`src/hw/rtl/acs_pkg.sv`:
```
// Shared types, constants and joining tables for the Arabic contextual shaper.
package acs_pkg;

  localparam int CP_W = 21;

  localparam logic [CP_W-1:0] LAM          = 21'h000644;
  localparam logic [CP_W-1:0] TATWEEL      = 21'h000640;
  localparam logic [CP_W-1:0] FIRST_LETTER = 21'h000621;
  localparam logic [CP_W-1:0] LAST_LETTER  = 21'h00064A;

  localparam logic [1:0] CLS_NONE  = 2'd0;
  localparam logic [1:0] CLS_NONJ  = 2'd1;
  localparam logic [1:0] CLS_RIGHT = 2'd2;
  localparam logic [1:0] CLS_DUAL  = 2'd3;

  localparam logic [1:0] JOIN_TAB [42] = '{
    CLS_NONJ, CLS_RIGHT, CLS_RIGHT, CLS_RIGHT, CLS_RIGHT, CLS_DUAL, CLS_RIGHT,
    CLS_DUAL, CLS_RIGHT, CLS_DUAL, CLS_DUAL, CLS_DUAL, CLS_DUAL, CLS_DUAL,
    CLS_RIGHT, CLS_RIGHT, CLS_RIGHT, CLS_RIGHT, CLS_DUAL, CLS_DUAL, CLS_DUAL,
    CLS_DUAL, CLS_DUAL, CLS_DUAL, CLS_DUAL, CLS_DUAL, CLS_NONE, CLS_NONE,
    CLS_NONE, CLS_NONE, CLS_NONE, CLS_DUAL, CLS_DUAL, CLS_DUAL, CLS_DUAL,
    CLS_DUAL, CLS_DUAL, CLS_DUAL, CLS_DUAL, CLS_RIGHT, CLS_RIGHT, CLS_DUAL
  };

  localparam logic [15:0] ISO_TAB [42] = '{
    16'hFE80, 16'hFE81, 16'hFE83, 16'hFE85, 16'hFE87, 16'hFE89, 16'hFE8D,
    16'hFE8F, 16'hFE93, 16'hFE95, 16'hFE99, 16'hFE9D, 16'hFEA1, 16'hFEA5,
    16'hFEA9, 16'hFEAB, 16'hFEAD, 16'hFEAF, 16'hFEB1, 16'hFEB5, 16'hFEB9,
    16'hFEBD, 16'hFEC1, 16'hFEC5, 16'hFEC9, 16'hFECD, 16'h0000, 16'h0000,
    16'h0000, 16'h0000, 16'h0000, 16'h0640, 16'hFED1, 16'hFED5, 16'hFED9,
    16'hFEDD, 16'hFEE1, 16'hFEE5, 16'hFEE9, 16'hFEED, 16'hFEEF, 16'hFEF1
  };

  typedef struct packed {
    logic [CP_W-1:0] codepoint;
    logic            last;
  } in_item_t;

  typedef struct packed {
    logic [CP_W-1:0] shaped;
    logic            final_item;
  } out_item_t;

  // Context of the nearest following letter that is not a combining mark.
  typedef struct packed {
    logic       next_jr;
    logic       alef_vld;
    logic [1:0] alef_sel;
  } ctx_t;

  function automatic logic in_letters(input logic [CP_W-1:0] cp);
    return (cp >= FIRST_LETTER) && (cp <= LAST_LETTER);
  endfunction

  function automatic logic [5:0] letter_off(input logic [CP_W-1:0] cp);
    logic [CP_W-1:0] diff;
    diff = cp - FIRST_LETTER;
    return diff[5:0];
  endfunction

  function automatic logic [1:0] join_cls(input logic [CP_W-1:0] cp);
    logic [1:0] cls;
    cls = CLS_NONE;
    if (in_letters(cp)) begin
      cls = JOIN_TAB[letter_off(cp)];
    end
    return cls;
  endfunction

  function automatic logic [15:0] iso_form(input logic [CP_W-1:0] cp);
    logic [15:0] iso;
    iso = '0;
    if (in_letters(cp)) begin
      iso = ISO_TAB[letter_off(cp)];
    end
    return iso;
  endfunction

  function automatic logic joins_left(input logic [1:0] cls);
    return cls == CLS_DUAL;
  endfunction

  function automatic logic joins_right(input logic [1:0] cls);
    return (cls == CLS_RIGHT) || (cls == CLS_DUAL);
  endfunction

  function automatic logic is_mark(input logic [CP_W-1:0] cp);
    return ((cp >= 21'h000610) && (cp <= 21'h00061A)) ||
           ((cp >= 21'h00064B) && (cp <= 21'h00065F)) ||
           (cp == 21'h000670) ||
           ((cp >= 21'h0006D6) && (cp <= 21'h0006DC)) ||
           ((cp >= 21'h0006DF) && (cp <= 21'h0006E4)) ||
           ((cp >= 21'h0006E7) && (cp <= 21'h0006E8)) ||
           ((cp >= 21'h0006EA) && (cp <= 21'h0006ED));
  endfunction

  function automatic ctx_t alef_ctx(input logic [CP_W-1:0] cp);
    ctx_t c;
    c.next_jr  = joins_right(join_cls(cp));
    c.alef_vld = 1'b1;
    case (cp)
      21'h000622: c.alef_sel = 2'd0;
      21'h000623: c.alef_sel = 2'd1;
      21'h000625: c.alef_sel = 2'd2;
      21'h000627: c.alef_sel = 2'd3;
      default: begin
        c.alef_sel = 2'd0;
        c.alef_vld = 1'b0;
      end
    endcase
    return c;
  endfunction

  function automatic logic [15:0] lig_iso(input logic [1:0] sel);
    logic [15:0] lig;
    case (sel)
      2'd0:    lig = 16'hFEF5;
      2'd1:    lig = 16'hFEF7;
      2'd2:    lig = 16'hFEF9;
      default: lig = 16'hFEFB;
    endcase
    return lig;
  endfunction

endpackage

```
`src/hw/rtl/arabic_contextual_shaper_unit.sv`:
```
// Top level of the Arabic contextual shaper: collection, context pass and shaping pass.
//
//   Channel  Direction  Payload      Handshake
//   in_      input      in_item_t    in_valid / in_stall
//   out_     output     out_item_t   out_valid / out_stall
//
// Collection takes one transaction per cycle. After the transaction marked last, a
// backward pass reads the N stored codepoints through the single read port, then a
// forward pass gives one result per cycle when out_stall stays low (none for an Alef
// merged into a Lam-Alef ligature). in_stall is high during both passes.
// Reset is synchronous and active low; it clears control state but not the memories.
// out_stall holds the result register and pauses the forward pass.
module arabic_contextual_shaper_unit #(
  parameter int MAX_CODEPOINTS = 64
) (
  input  logic                clk,
  input  logic                rst_n,
  input  logic                in_valid,
  output logic                in_stall,
  input  acs_pkg::in_item_t   in_data,
  output logic                out_valid,
  input  logic                out_stall,
  output acs_pkg::out_item_t  out_data
);
  import acs_pkg::*;

  localparam int AW = $clog2(MAX_CODEPOINTS);
  localparam int CW = $clog2(MAX_CODEPOINTS + 1);
  localparam int PW = CW + 1;

  localparam logic [1:0] S_COLLECT = 2'd0;
  localparam logic [1:0] S_BWD     = 2'd1;
  localparam logic [1:0] S_FWD     = 2'd2;

  logic [1:0]      state_r, state_nxt;
  logic [CW-1:0]   count_r, count_nxt;
  logic            stopped_r, stopped_nxt;
  logic            issuing_r, issuing_nxt;
  logic            rvld_r, rvld_nxt;
  logic            prev_jl_r, prev_jl_nxt;
  logic            skip_r, skip_nxt;
  logic            out_valid_r, out_valid_nxt;
  logic [AW-1:0]   ptr_r, ptr_nxt;
  logic [AW-1:0]   ridx_r, ridx_nxt;
  logic            rlast_r, rlast_nxt;
  logic            rpen_r, rpen_nxt;
  ctx_t            ninfo_r, ninfo_nxt;
  out_item_t       out_data_r, out_data_nxt;

  logic            in_acc;
  logic            store_en;
  logic [CW-1:0]   count_inc;
  logic [CW-1:0]   count_after;
  logic            consume;
  logic            rd_issue;
  logic [PW-1:0]   ptr_w;
  logic [CP_W-1:0] text_q;
  ctx_t            ctx_q;
  logic [CP_W-1:0] sh_cp;
  logic            sh_emit;
  logic            sh_skip;
  logic            sh_jl;

  assign in_stall    = state_r != S_COLLECT;
  assign in_acc      = in_valid && !in_stall;
  assign store_en    = in_acc && !stopped_r && (in_data.codepoint != '0);
  assign count_inc   = count_r + CW'(1);
  assign count_after = store_en ? count_inc : count_r;
  assign ptr_w       = PW'(ptr_r);

  assign consume  = rvld_r && ((state_r == S_BWD) || !sh_emit || !out_valid_r || !out_stall);
  assign rd_issue = issuing_r && (!rvld_r || consume);

  acs_ram #(
    .WIDTH (CP_W),
    .DEPTH (MAX_CODEPOINTS)
  ) u_text_ram (
    .clk     (clk),
    .we      (store_en),
    .waddr   (count_r[AW-1:0]),
    .wdata   (in_data.codepoint),
    .re      (rd_issue),
    .raddr   (ptr_r),
    .rdata_r (text_q)
  );

  acs_ram #(
    .WIDTH ($bits(ctx_t)),
    .DEPTH (MAX_CODEPOINTS)
  ) u_ctx_ram (
    .clk     (clk),
    .we      ((state_r == S_BWD) && rvld_r),
    .waddr   (ridx_r),
    .wdata   (ninfo_r),
    .re      (rd_issue && (state_r == S_FWD)),
    .raddr   (ptr_r),
    .rdata_r (ctx_q)
  );

  acs_shape u_shape (
    .cur      (text_q),
    .prev_jl  (prev_jl_r),
    .ctx      (ctx_q),
    .skip_in  (skip_r),
    .shaped   (sh_cp),
    .emit     (sh_emit),
    .skip_out (sh_skip),
    .jl_out   (sh_jl)
  );

  always_comb begin
    state_nxt     = state_r;
    count_nxt     = count_r;
    stopped_nxt   = stopped_r;
    issuing_nxt   = issuing_r;
    rvld_nxt      = rvld_r;
    prev_jl_nxt   = prev_jl_r;
    skip_nxt      = skip_r;
    ptr_nxt       = ptr_r;
    ridx_nxt      = ridx_r;
    rlast_nxt     = rlast_r;
    rpen_nxt      = rpen_r;
    ninfo_nxt     = ninfo_r;
    out_data_nxt  = out_data_r;
    out_valid_nxt = out_valid_r && out_stall;

    if (rd_issue) begin
      rvld_nxt = 1'b1;
      ridx_nxt = ptr_r;
      rpen_nxt = (ptr_w + PW'(2)) == PW'(count_r);
      if (state_r == S_BWD) begin
        rlast_nxt = ptr_r == '0;
        ptr_nxt   = ptr_r - AW'(1);
      end else begin
        rlast_nxt = (ptr_w + PW'(1)) == PW'(count_r);
        ptr_nxt   = ptr_r + AW'(1);
      end
      if (rlast_nxt) begin
        issuing_nxt = 1'b0;
      end
    end else if (consume) begin
      rvld_nxt = 1'b0;
    end

    case (state_r)
      S_COLLECT: begin
        if (in_acc) begin
          if (!stopped_r) begin
            if (in_data.codepoint == '0) begin
              stopped_nxt = 1'b1;
            end else begin
              count_nxt = count_inc;
              if (count_inc == CW'(MAX_CODEPOINTS)) begin
                stopped_nxt = 1'b1;
              end
            end
          end
          if (in_data.last) begin
            if (count_after == '0) begin
              count_nxt   = '0;
              stopped_nxt = 1'b0;
            end else begin
              state_nxt   = S_BWD;
              ptr_nxt     = AW'(count_after - CW'(1));
              issuing_nxt = 1'b1;
              ninfo_nxt   = '0;
            end
          end
        end
      end
      S_BWD: begin
        if (rvld_r) begin
          if (!is_mark(text_q)) begin
            ninfo_nxt = alef_ctx(text_q);
          end
          if (rlast_r) begin
            state_nxt   = S_FWD;
            ptr_nxt     = '0;
            issuing_nxt = 1'b1;
            prev_jl_nxt = 1'b0;
            skip_nxt    = 1'b0;
          end
        end
      end
      S_FWD: begin
        if (consume) begin
          prev_jl_nxt = sh_jl;
          skip_nxt    = sh_skip;
          if (sh_emit) begin
            out_valid_nxt           = 1'b1;
            out_data_nxt.shaped     = sh_cp;
            out_data_nxt.final_item = rlast_r || (rpen_r && sh_skip);
          end
          if (rlast_r) begin
            state_nxt   = S_COLLECT;
            count_nxt   = '0;
            stopped_nxt = 1'b0;
            skip_nxt    = 1'b0;
          end
        end
      end
      default: begin
        state_nxt = S_COLLECT;
      end
    endcase
  end

  always_ff @(posedge clk) begin
    if (!rst_n) begin
      state_r     <= S_COLLECT;
      count_r     <= '0;
      stopped_r   <= 1'b0;
      issuing_r   <= 1'b0;
      rvld_r      <= 1'b0;
      prev_jl_r   <= 1'b0;
      skip_r      <= 1'b0;
      out_valid_r <= 1'b0;
    end else begin
      state_r     <= state_nxt;
      count_r     <= count_nxt;
      stopped_r   <= stopped_nxt;
      issuing_r   <= issuing_nxt;
      rvld_r      <= rvld_nxt;
      prev_jl_r   <= prev_jl_nxt;
      skip_r      <= skip_nxt;
      out_valid_r <= out_valid_nxt;
    end
  end

  always_ff @(posedge clk) begin
    ptr_r      <= ptr_nxt;
    ridx_r     <= ridx_nxt;
    rlast_r    <= rlast_nxt;
    rpen_r     <= rpen_nxt;
    ninfo_r    <= ninfo_nxt;
    out_data_r <= out_data_nxt;
  end

  assign out_valid = out_valid_r;
  assign out_data  = out_data_r;

  a_count_bound: assert property (@(posedge clk) disable iff (!rst_n)
    count_r <= CW'(MAX_CODEPOINTS))
    else $error("Stored count exceeds the store depth.");

  a_read_in_pass: assert property (@(posedge clk) disable iff (!rst_n)
    (rvld_r || issuing_r) |-> (state_r == S_BWD || state_r == S_FWD))
    else $error("Memory read in flight outside a shaping pass.");

  a_issue_in_range: assert property (@(posedge clk) disable iff (!rst_n)
    issuing_r |-> (ptr_w < PW'(count_r)))
    else $error("Read address beyond the stored count.");

  a_run_end: assert property (@(posedge clk) disable iff (!rst_n)
    (state_r == S_FWD && consume && rlast_r) |=>
      (state_r == S_COLLECT && count_r == '0 && !stopped_r))
    else $error("Run did not return to collection after its final transaction.");

endmodule

```
`src/hw/rtl/acs_ram.sv`:
```
// Single-port-write, single-port-read synchronous memory with registered read data.
module acs_ram #(
  parameter int WIDTH = 1,
  parameter int DEPTH = 2
) (
  input  logic                     clk,
  input  logic                     we,
  input  logic [$clog2(DEPTH)-1:0] waddr,
  input  logic [WIDTH-1:0]         wdata,
  input  logic                     re,
  input  logic [$clog2(DEPTH)-1:0] raddr,
  output logic [WIDTH-1:0]         rdata_r
);

  logic [WIDTH-1:0] mem [DEPTH];

  always_ff @(posedge clk) begin
    if (we) begin
      mem[waddr] <= wdata;
    end
  end

  always_ff @(posedge clk) begin
    if (re) begin
      rdata_r <= mem[raddr];
    end
  end

endmodule

```
`src/hw/rtl/acs_shape.sv`:
```
// Contextual form selection and Lam-Alef ligature logic for one stored codepoint.
module acs_shape (
  input  logic [acs_pkg::CP_W-1:0] cur,
  input  logic                     prev_jl,
  input  acs_pkg::ctx_t            ctx,
  input  logic                     skip_in,
  output logic [acs_pkg::CP_W-1:0] shaped,
  output logic                     emit,
  output logic                     skip_out,
  output logic                     jl_out
);
  import acs_pkg::*;

  logic [1:0]  cls;
  logic        mark;
  logic        pc;
  logic        nc;
  logic [15:0] letter;
  logic [15:0] lig;

  always_comb begin
    cls    = join_cls(cur);
    mark   = is_mark(cur);
    pc     = prev_jl && joins_right(cls);
    nc     = ctx.next_jr && joins_left(cls);
    letter = iso_form(cur) + {14'b0, nc, pc};
    lig    = lig_iso(ctx.alef_sel) + {15'b0, prev_jl};

    shaped   = cur;
    emit     = 1'b1;
    skip_out = 1'b0;
    jl_out   = prev_jl;
    if (mark) begin
      skip_out = skip_in;
    end else if (skip_in) begin
      emit   = 1'b0;
      jl_out = joins_left(cls);
    end else begin
      jl_out = joins_left(cls);
      if ((cur == LAM) && ctx.alef_vld) begin
        shaped   = {5'b0, lig};
        skip_out = 1'b1;
      end else if ((cls != CLS_NONE) && (cur != TATWEEL)) begin
        shaped = {5'b0, letter};
      end
    end
  end

endmodule
```
`config.mk`:
```
export PLATFORM = sky130hd
export DESIGN_NAME = arabic_contextual_shaper_unit
export DESIGN_NICKNAME = d
export VERILOG_FILES = /design/src/hw/rtl/acs_pkg.sv /design/src/hw/rtl/arabic_contextual_shaper_unit.sv /design/src/hw/rtl/acs_ram.sv /design/src/hw/rtl/acs_shape.sv
export SDC_FILE = /design/constraint.sdc
export NUM_CORES = 2
export LEC_CHECK = 0
export BUFFER_PORTS_ARGS = -buffer_cell sky130_fd_sc_hd__buf_2
export CORE_ASPECT_RATIO = 0.6
export CORE_MARGIN = 3
export CORE_UTILIZATION = 65
export CTS_CLUSTER_DIAMETER = 50
export DETAILED_ROUTE_END_ITERATION = 10
export GPL_TIMING_DRIVEN = 0
export PLACE_DENSITY_LB_ADDON = 0.05
export SYNTH_ARGS = -nofsm -noshare
export SYNTH_HDL_FRONTEND = slang
export SYNTH_SLANG_ARGS = --single-unit
```
`constraint.sdc`:
```
create_clock -name clk -period 11.2 [get_ports clk]
set_clock_uncertainty 0.2 [all_clocks]
set_input_delay 2.24 -clock clk [delete_from_list [all_inputs] [get_ports clk]]
set_output_delay 2.24 -clock clk [all_outputs]
set_load 0.02 [all_outputs]
```
# [Yosys cells after proc, flatten, opt, wreduce, memory -nomap -nowiden]
# Memory sizes are Yosys's and may differ from the RTL's. A register that Yosys moved wholly into a read port is not among the register bits.
# Cells that the tools add are included.
[op_classes] n_addsub=9 mul=0 n_div=0 n_lt_le_gt_ge=15 eq_ne=27 shifts=0 n_mux=87 n_bitwise=1 n_reduce_logical=58
[ops] op="greater-or-equal comparator 21 x 11 -> 1 bit (second input constant)" n=7
[ops] op="less-or-equal comparator 21 x 11 -> 1 bit (second input constant)" n=7
[ops] op="equality test 21 x 11 -> 1 bit (second input constant)" n=6
[ops] op="two-way mux 21 bit" n=4
[ops] op="two-way mux 7 bit" n=8
[ops] op="two-way mux 16 bit" n=3
[ops] op="two-way mux 6 bit" n=7
[ops] op="two-way mux 1 bit" n=37
[ops] op="two-way mux 2 bit" n=13
[ops] op="logical NOT 21 bit" n=1
[ops] op="!= test 21 x 11 -> 1 bit (second input constant)" n=1
[ops] op="nonzero test 21 bit" n=1
[ops] op="logical AND 1 bit" n=20
[ops] op="two-way mux 4 bit" n=5
[ops] op="!= test 2 bit (second input constant)" n=9
[ops] op="adder 16 x 2 -> 16 bit" n=1
[ops] op="equality test 7 bit" n=2
[ops] op="case mux 7 bit (2 select lines)" n=1
[ops] op="logical OR 1 bit" n=13
[ops] op="equality test 2 bit (second input constant)" n=6
[ops] op="case mux 2 bit (3 select lines)" n=2
[ops] op="case mux 4 bit (3 select lines)" n=1
[ops] op="case mux 6 bit (2 select lines)" n=1
[ops] op="nonzero test 2 bit" n=6
[ops] op="other kinds (23)" n=35
[totals] reg_bits=55 latchBits=0 ramBits=1600 romBits=1152 wordCells=218 mem_count=4
[memory_table] name="u_text_ram.mem" words=64 width=21 read_ports=1 rd_clocked_by_memory_dff=1 wr=1 line="acs_ram.sv:15" rtl="logic [WIDTH-1:0] mem [DEPTH];"
[memory_table] name="(name not given)" words=64 width=16 read_ports=1 rd_clocked_by_memory_dff=0 wr=0 line="acs_pkg.sv:74" rtl="iso = ISO_TAB[letter_off(cp)];"
[memory_table] name="u_ctx_ram.mem" words=64 width=4 read_ports=1 rd_clocked_by_memory_dff=1 wr=1 line="acs_ram.sv:15"
[memory_table] name="(name not given)" words=64 width=2 read_ports=1 rd_clocked_by_memory_dff=0 wr=0 line="acs_pkg.sv:65" rtl="cls = JOIN_TAB[letter_off(cp)];"

# [Logic depth before layout (Yosys ltp)]
[depth] depth_word=23 mapped_depth=17 ltp_nobuf=16

# [By module]
# From an unflattened synthesis, not the netlist that was laid out.
[unflattened] cells_unflattened=3439 hier_area_um2=68042.8
[modules_own_cells] mod="acs_ram (u_text_ram)" instances=1 cells_each=2190 area_per_inst_um2=51927.3 seq_area_each_um2=40989.3
[modules_own_cells] mod="acs_ram (u_ctx_ram)" instances=1 cells_each=537 area_per_inst_um2=10387.5 seq_area_each_um2=7807.5
[modules_own_cells] mod="arabic_contextual_shaper_unit" instances=1 cells_each=400 area_per_inst_um2=3683.5 seq_area_each_um2=1441.4
[modules_own_cells] mod="acs_shape" instances=1 cells_each=312 area_per_inst_um2=2044.5 seq_area_each_um2=0.0

# [Worst setup path after synthesis]
# Ideal clock, no wire load.
[synth_timing] kind="input to register" start="input port in_valid" end="register count_r[0]" setup_time_ns=0.148 arrival_ns=5.144 required_ns=10.852 setup_slack_ns=5.708 stages=12 n_path_buf=0 path_cell_list="nor3b_1 -> nand2_1 -> a21oi_2 -> mux2i_1 -> ha_1 -> nand4_1 -> a2111oi_0 -> a21oi_1 -> nor2_1 -> nand2_1 -> a2111oi_1 -> o22ai_1"
[synth_between] elab_chain_len=9 word_cells_on_any_way=11 classes_between="eq/ne (1); mux (5); reduce/logical (5)"
[synth_lines] element="from (decl)" line="arabic_contextual_shaper_unit.sv:18" rtl="input logic in_valid,"
[synth_lines] element="logical AND 1 bit (*)" line="arabic_contextual_shaper_unit.sv:65" rtl="assign in_acc = in_valid && !in_stall;"
[synth_lines] element="logical AND 1 bit (2 in a row)" line="arabic_contextual_shaper_unit.sv:66" rtl="assign store_en = in_acc && !stopped_r && (in_data.codepoint != '0);"
[synth_lines] element="two-way mux 7 bit" line="arabic_contextual_shaper_unit.sv:68" rtl="assign count_after = store_en ? count_inc : count_r;"
[synth_lines] element="logical NOT 7 bit" line="arabic_contextual_shaper_unit.sv:159" rtl="if (count_after == '0) begin"
[synth_lines] element="two-way mux 7 bit" line="arabic_contextual_shaper_unit.sv:159"
[synth_lines] element="two-way mux 7 bit" line="arabic_contextual_shaper_unit.sv:158" rtl="if (in_data.last) begin"
[synth_lines] element="two-way mux 7 bit" line="arabic_contextual_shaper_unit.sv:147" rtl="if (in_acc) begin"
[synth_lines] element="case mux 7 bit (2 select lines)" line="arabic_contextual_shaper_unit.sv:145" rtl="case (state_r)"
[synth_lines] element="to (signal assigned)" line="arabic_contextual_shaper_unit.sv:220" rtl="count_r <= count_nxt;"
[synth_lines] element="to (decl)" line="arabic_contextual_shaper_unit.sv:36" rtl="logic [CW-1:0] count_r, count_nxt;"
# Mark *: on every way between the ends. The rest lies on a longest branch, timed or not. The select of a mux whose other input is x is not followed.
# A chain may end at the register's enable or synchronous reset.

# [Worst setup path in the final report]
[layout_timing] start="input port in_data[2] (netlist bit)" end="register count_r[1]"
[layout_between] elab_chain_len=8 word_cells_on_any_way=11 classes_between="mux (7); reduce/logical (4)"
[layout_lines] element="from (decl)" line="arabic_contextual_shaper_unit.sv:20" rtl="input acs_pkg::in_item_t in_data,"
[layout_lines] element="nonzero test 21 bit" line="arabic_contextual_shaper_unit.sv:66"
[layout_lines] element="logical AND 1 bit" line="arabic_contextual_shaper_unit.sv:66"
[layout_lines] element="two-way mux 7 bit" line="arabic_contextual_shaper_unit.sv:68"
[layout_lines] element="logical NOT 7 bit" line="arabic_contextual_shaper_unit.sv:159"
[layout_lines] element="two-way mux 7 bit" line="arabic_contextual_shaper_unit.sv:159"
[layout_lines] element="two-way mux 7 bit (*)" line="arabic_contextual_shaper_unit.sv:158"
[layout_lines] element="two-way mux 7 bit (*)" line="arabic_contextual_shaper_unit.sv:147"
[layout_lines] element="case mux 7 bit (2 select lines) (*)" line="arabic_contextual_shaper_unit.sv:145"
# Marked as above.

==> flow_summary.yaml <==
cts:
  post_cts_buffers: 0
  cts_resized: 0
  hold_buffers: 0
  h-tree-depth: 4
  worstSkewPairLatency_ps: 780
  clk_path_buf_depth: 3
  clkTransAtPathRegs_ps: 60
  cts_tree: "yes"
  cts_buffers: 146
  cts.sinks: 1680
  root_buffer: "clkbuf_16"
logic_synthesis:
  syn_inst: 3066
  synthTopCellsByArea: "edfxtp_1 75%, mux4_2 18%, nor2_1 0.96%"
  ys_warn_count: 0
  syn-num-nets: 3119
  ys_seq_area_share_pct: 75.2
  synth_flop_cell: "edfxtp_1"
  synth_area_leader_cell: "edfxtp_1"
  syn-cell-area_mm2: 0.0668
  synth_edf_count: 1659
  synth.avg_cell_area_um2: 21.8
  synth_common_cells: "1659 x edfxtp_1, 525 x mux4_2, 171 x nor2_1"
  yosysTopAreaCellShare_pct: 74.6
  async_flop_share_pct: 0
  synth_cell_types: 82
  ys_ff_latch: 1680
  synth.most_common_cell: "edfxtp_1"
route:
  route.detailed.drc: 0
  drtIter0Drc: 6170
  avgRoutedWirePerCell_um: 39.1
  viasPerCell: 7.40
  via_count: 35300
  wirelength_mm: 186
  firstDrtPassIters: 6
  postRouteAntennaNets: 0
critical_path:
  worst_path_max_delay_cell: "buf_2"
  criticalPathCategory: "in -> reg"
  worstPathRequired_ps: 11610
  cpPeakStageDelay_ps: 1010
  end_kind: "register"
  ff2ff_setup_slack_ps: 5570
  reg2reg_depth: 6
  cp_max_fo: 65
  r2r_end: "u_text_ram.rdata_r[6]$_DFFE_PN_"
  start_kind: "input port"
  path_cells: "buf_2 -> nor3b_1 -> a21oi_2 -> mux2i_1 -> ha_1 -> nand4_1 -> a2111oi_0 -> a21oi_1 -> nor2_1 -> nand2_1 -> a2111oi_1 -> o22ai_1"
  timing.rr.start: "ptr_r[0]$_DFF_P_"
  arrival_ps: 6870
placed_design:
  hpwlAfterDp_mm: 120
  place_congestion: 0.897
  port-buffer-count: 48
  dp_slack_ps: 3910
hold_path:
  holdPathEnd: "ridx_r[5]$_DFFE_PN_"
  hold_depth: 0
  hold_start: "ptr_r[5]$_DFF_P_"
  hold_path_class: "reg -> reg"
sta:
  setup_tns_ps: 0
  setup_slack_ps: 4740
  hold_viol: 0
  fmax_mhz: 155
  worst_slew_pin_slew_ps: 1520
  rsz0062_at_grt: "false"
  post-route-period-util_pct: 57.7
  relSlewSlack_pct: -1.66
  slew_viol_final: 11
  min_period_ps: 6460
  finalSetupViolCount: 0
die:
  fp.dieH_um: 254
  pin_count: 50
  die-width_um: 420
  fp.coreArea_mm2: 0.101
  start_util_pct: 66.0
  num_rows: 90
  die_area_mm2: 0.107
run_status:
  violations: "capacitance limit, slew limit"
  status: "finished, violations left"
global_routing:
  grt_pass1_wl_mm: 260
  grt_pass1_vias: 33800
  antenna_found_initial: 25
  grt_overflow: 0
  grt_usage_pct: 35.9
  grt_max_degree: 66
cells_and_area:
  area_growth_pct: 12.0
  drive_gt1_share_pct: 27.2
  nets: 3359
pwr:
  powerDensity_mw_per_mm2: 230
  peakVddDrop_mv: 0.174
  leakagePower_nw: 22.8
run:
  cap_violations: 1
==> registers in the layout (all words and copies together) (netlist names), 2 cells and up <==
register,cells
count_r,7
ninfo_r,4
out_data,22
ptr_r,6
ridx_r,6
state_r,2
u_ctx_ram.mem,256
u_ctx_ram.rdata_r,4
u_text_ram.mem,1344
u_text_ram.rdata_r,21
==> cell families after synthesis <==
family	count (synthesis)	synth area share [%]
DFF	1680	75.2
muxes	534	17.8
and+or+nand+nor	417	3.08
buffers and inverters	209	1.20
AOI/OAI and AO/OA	166	1.72
xor gates and xnor gates	33	0.433
adders and majority gates	27	0.539
==> layout make-up <==
class                      count  area, um^2
timing repair buffer          92        1270
inverter                      26        97.6
multi-input combinational   1177       16100
buffer                       183         714
fill                        5570       26400
antenna                        6        15.0
clock inverter                83         811
tap                         1334        1670
clock buffer                 183        3880
sequential                  1680       50200
==> layer usage <==
metal | track usage, % | share of wire (%) | up-vias
li1 | - | - | 13500
met1 | 54.4 | 38 | 18400
met2 | 48.7 | 42 | 2972
met3 | 14.4 | 16 | 392
met4 | 11.6 | 3.3 | 24
met5 | 0.391 | 0.13 | -
==> worst max-delay path, delay by kind of cell <==
family          cells  cell delay [ps]
mux                 1              270
buf+inv             1             1010
compound gates      5             2070
simple gates        4              900
fa+ha+maj           1              280
==> layout by cell type, fill, tap and decap left out, types with 23 or more instances in the layout <==
cell and n:
edfxtp_1 1659, mux4_2 525, clkbuf_1 159, clkbuf_16 150
nor2_1 109, nand2_1 68, buf_2 44, buf_1 40
nor2_4 37, a21oi_1 35, nand3_1 34, buf_16 27
o21ai_0 26, clkinv_1 25, nor2_2 25, clkinv_2 25
ha_1 24, inv_1 23, nor3_1 23
==> power breakdown <==
| group | leakage (nW) | switching (W) | internal, W | total, W |
|---|---|---|---|---|
| Clock | 2.28 | 0.00227 | 0.00276 | 0.00502 |
| Combinational | 5.41 | 0.00308 | 0.00206 | 0.00514 |
| Sequential | 15.1 | 0.0000521 | 0.00700 | 0.00706 |
==> per-stage QoR <==
step                power (W)  cells  util (%)  cell area [um^2]  hold slack [ps]
floorplan              0.0101   3066         -             66800              206
global placement       0.0121   4448      67.9             68700              234
detailed placement     0.0122   4490      69.2             70000              231
CTS                    0.0171   4756      73.8             74700              263
global route           0.0176   4758      73.9             74800              269
finish                 0.0172   4764      73.9             74800              266
==> worst max path at each step <==
stage | startpoint | to | slack [ps] | depth (start not counted)
2_1_floorplan | in_valid | count_r[0]$_SDFFE_PN0P_ | 5710 | 12
3_3_place_gp | in_data[12] | u_text_ram.mem[15][4]$_DFFE_PP_ | 2110 | 7
3_5_place_dp | in_data[12] | count_r[1]$_SDFFE_PN0P_ | 3910 | 14
4_1_cts | in_data[12] | count_r[1]$_SDFFE_PN0P_ | 4730 | 14
5_1_grt | in_data[20] | count_r[0]$_SDFFE_PN0P_ | 4620 | 14
6_report | in_data[2] | count_r[1]$_SDFFE_PN0P_ | 4740 | 12
Power figures use the tool's default switching activity.
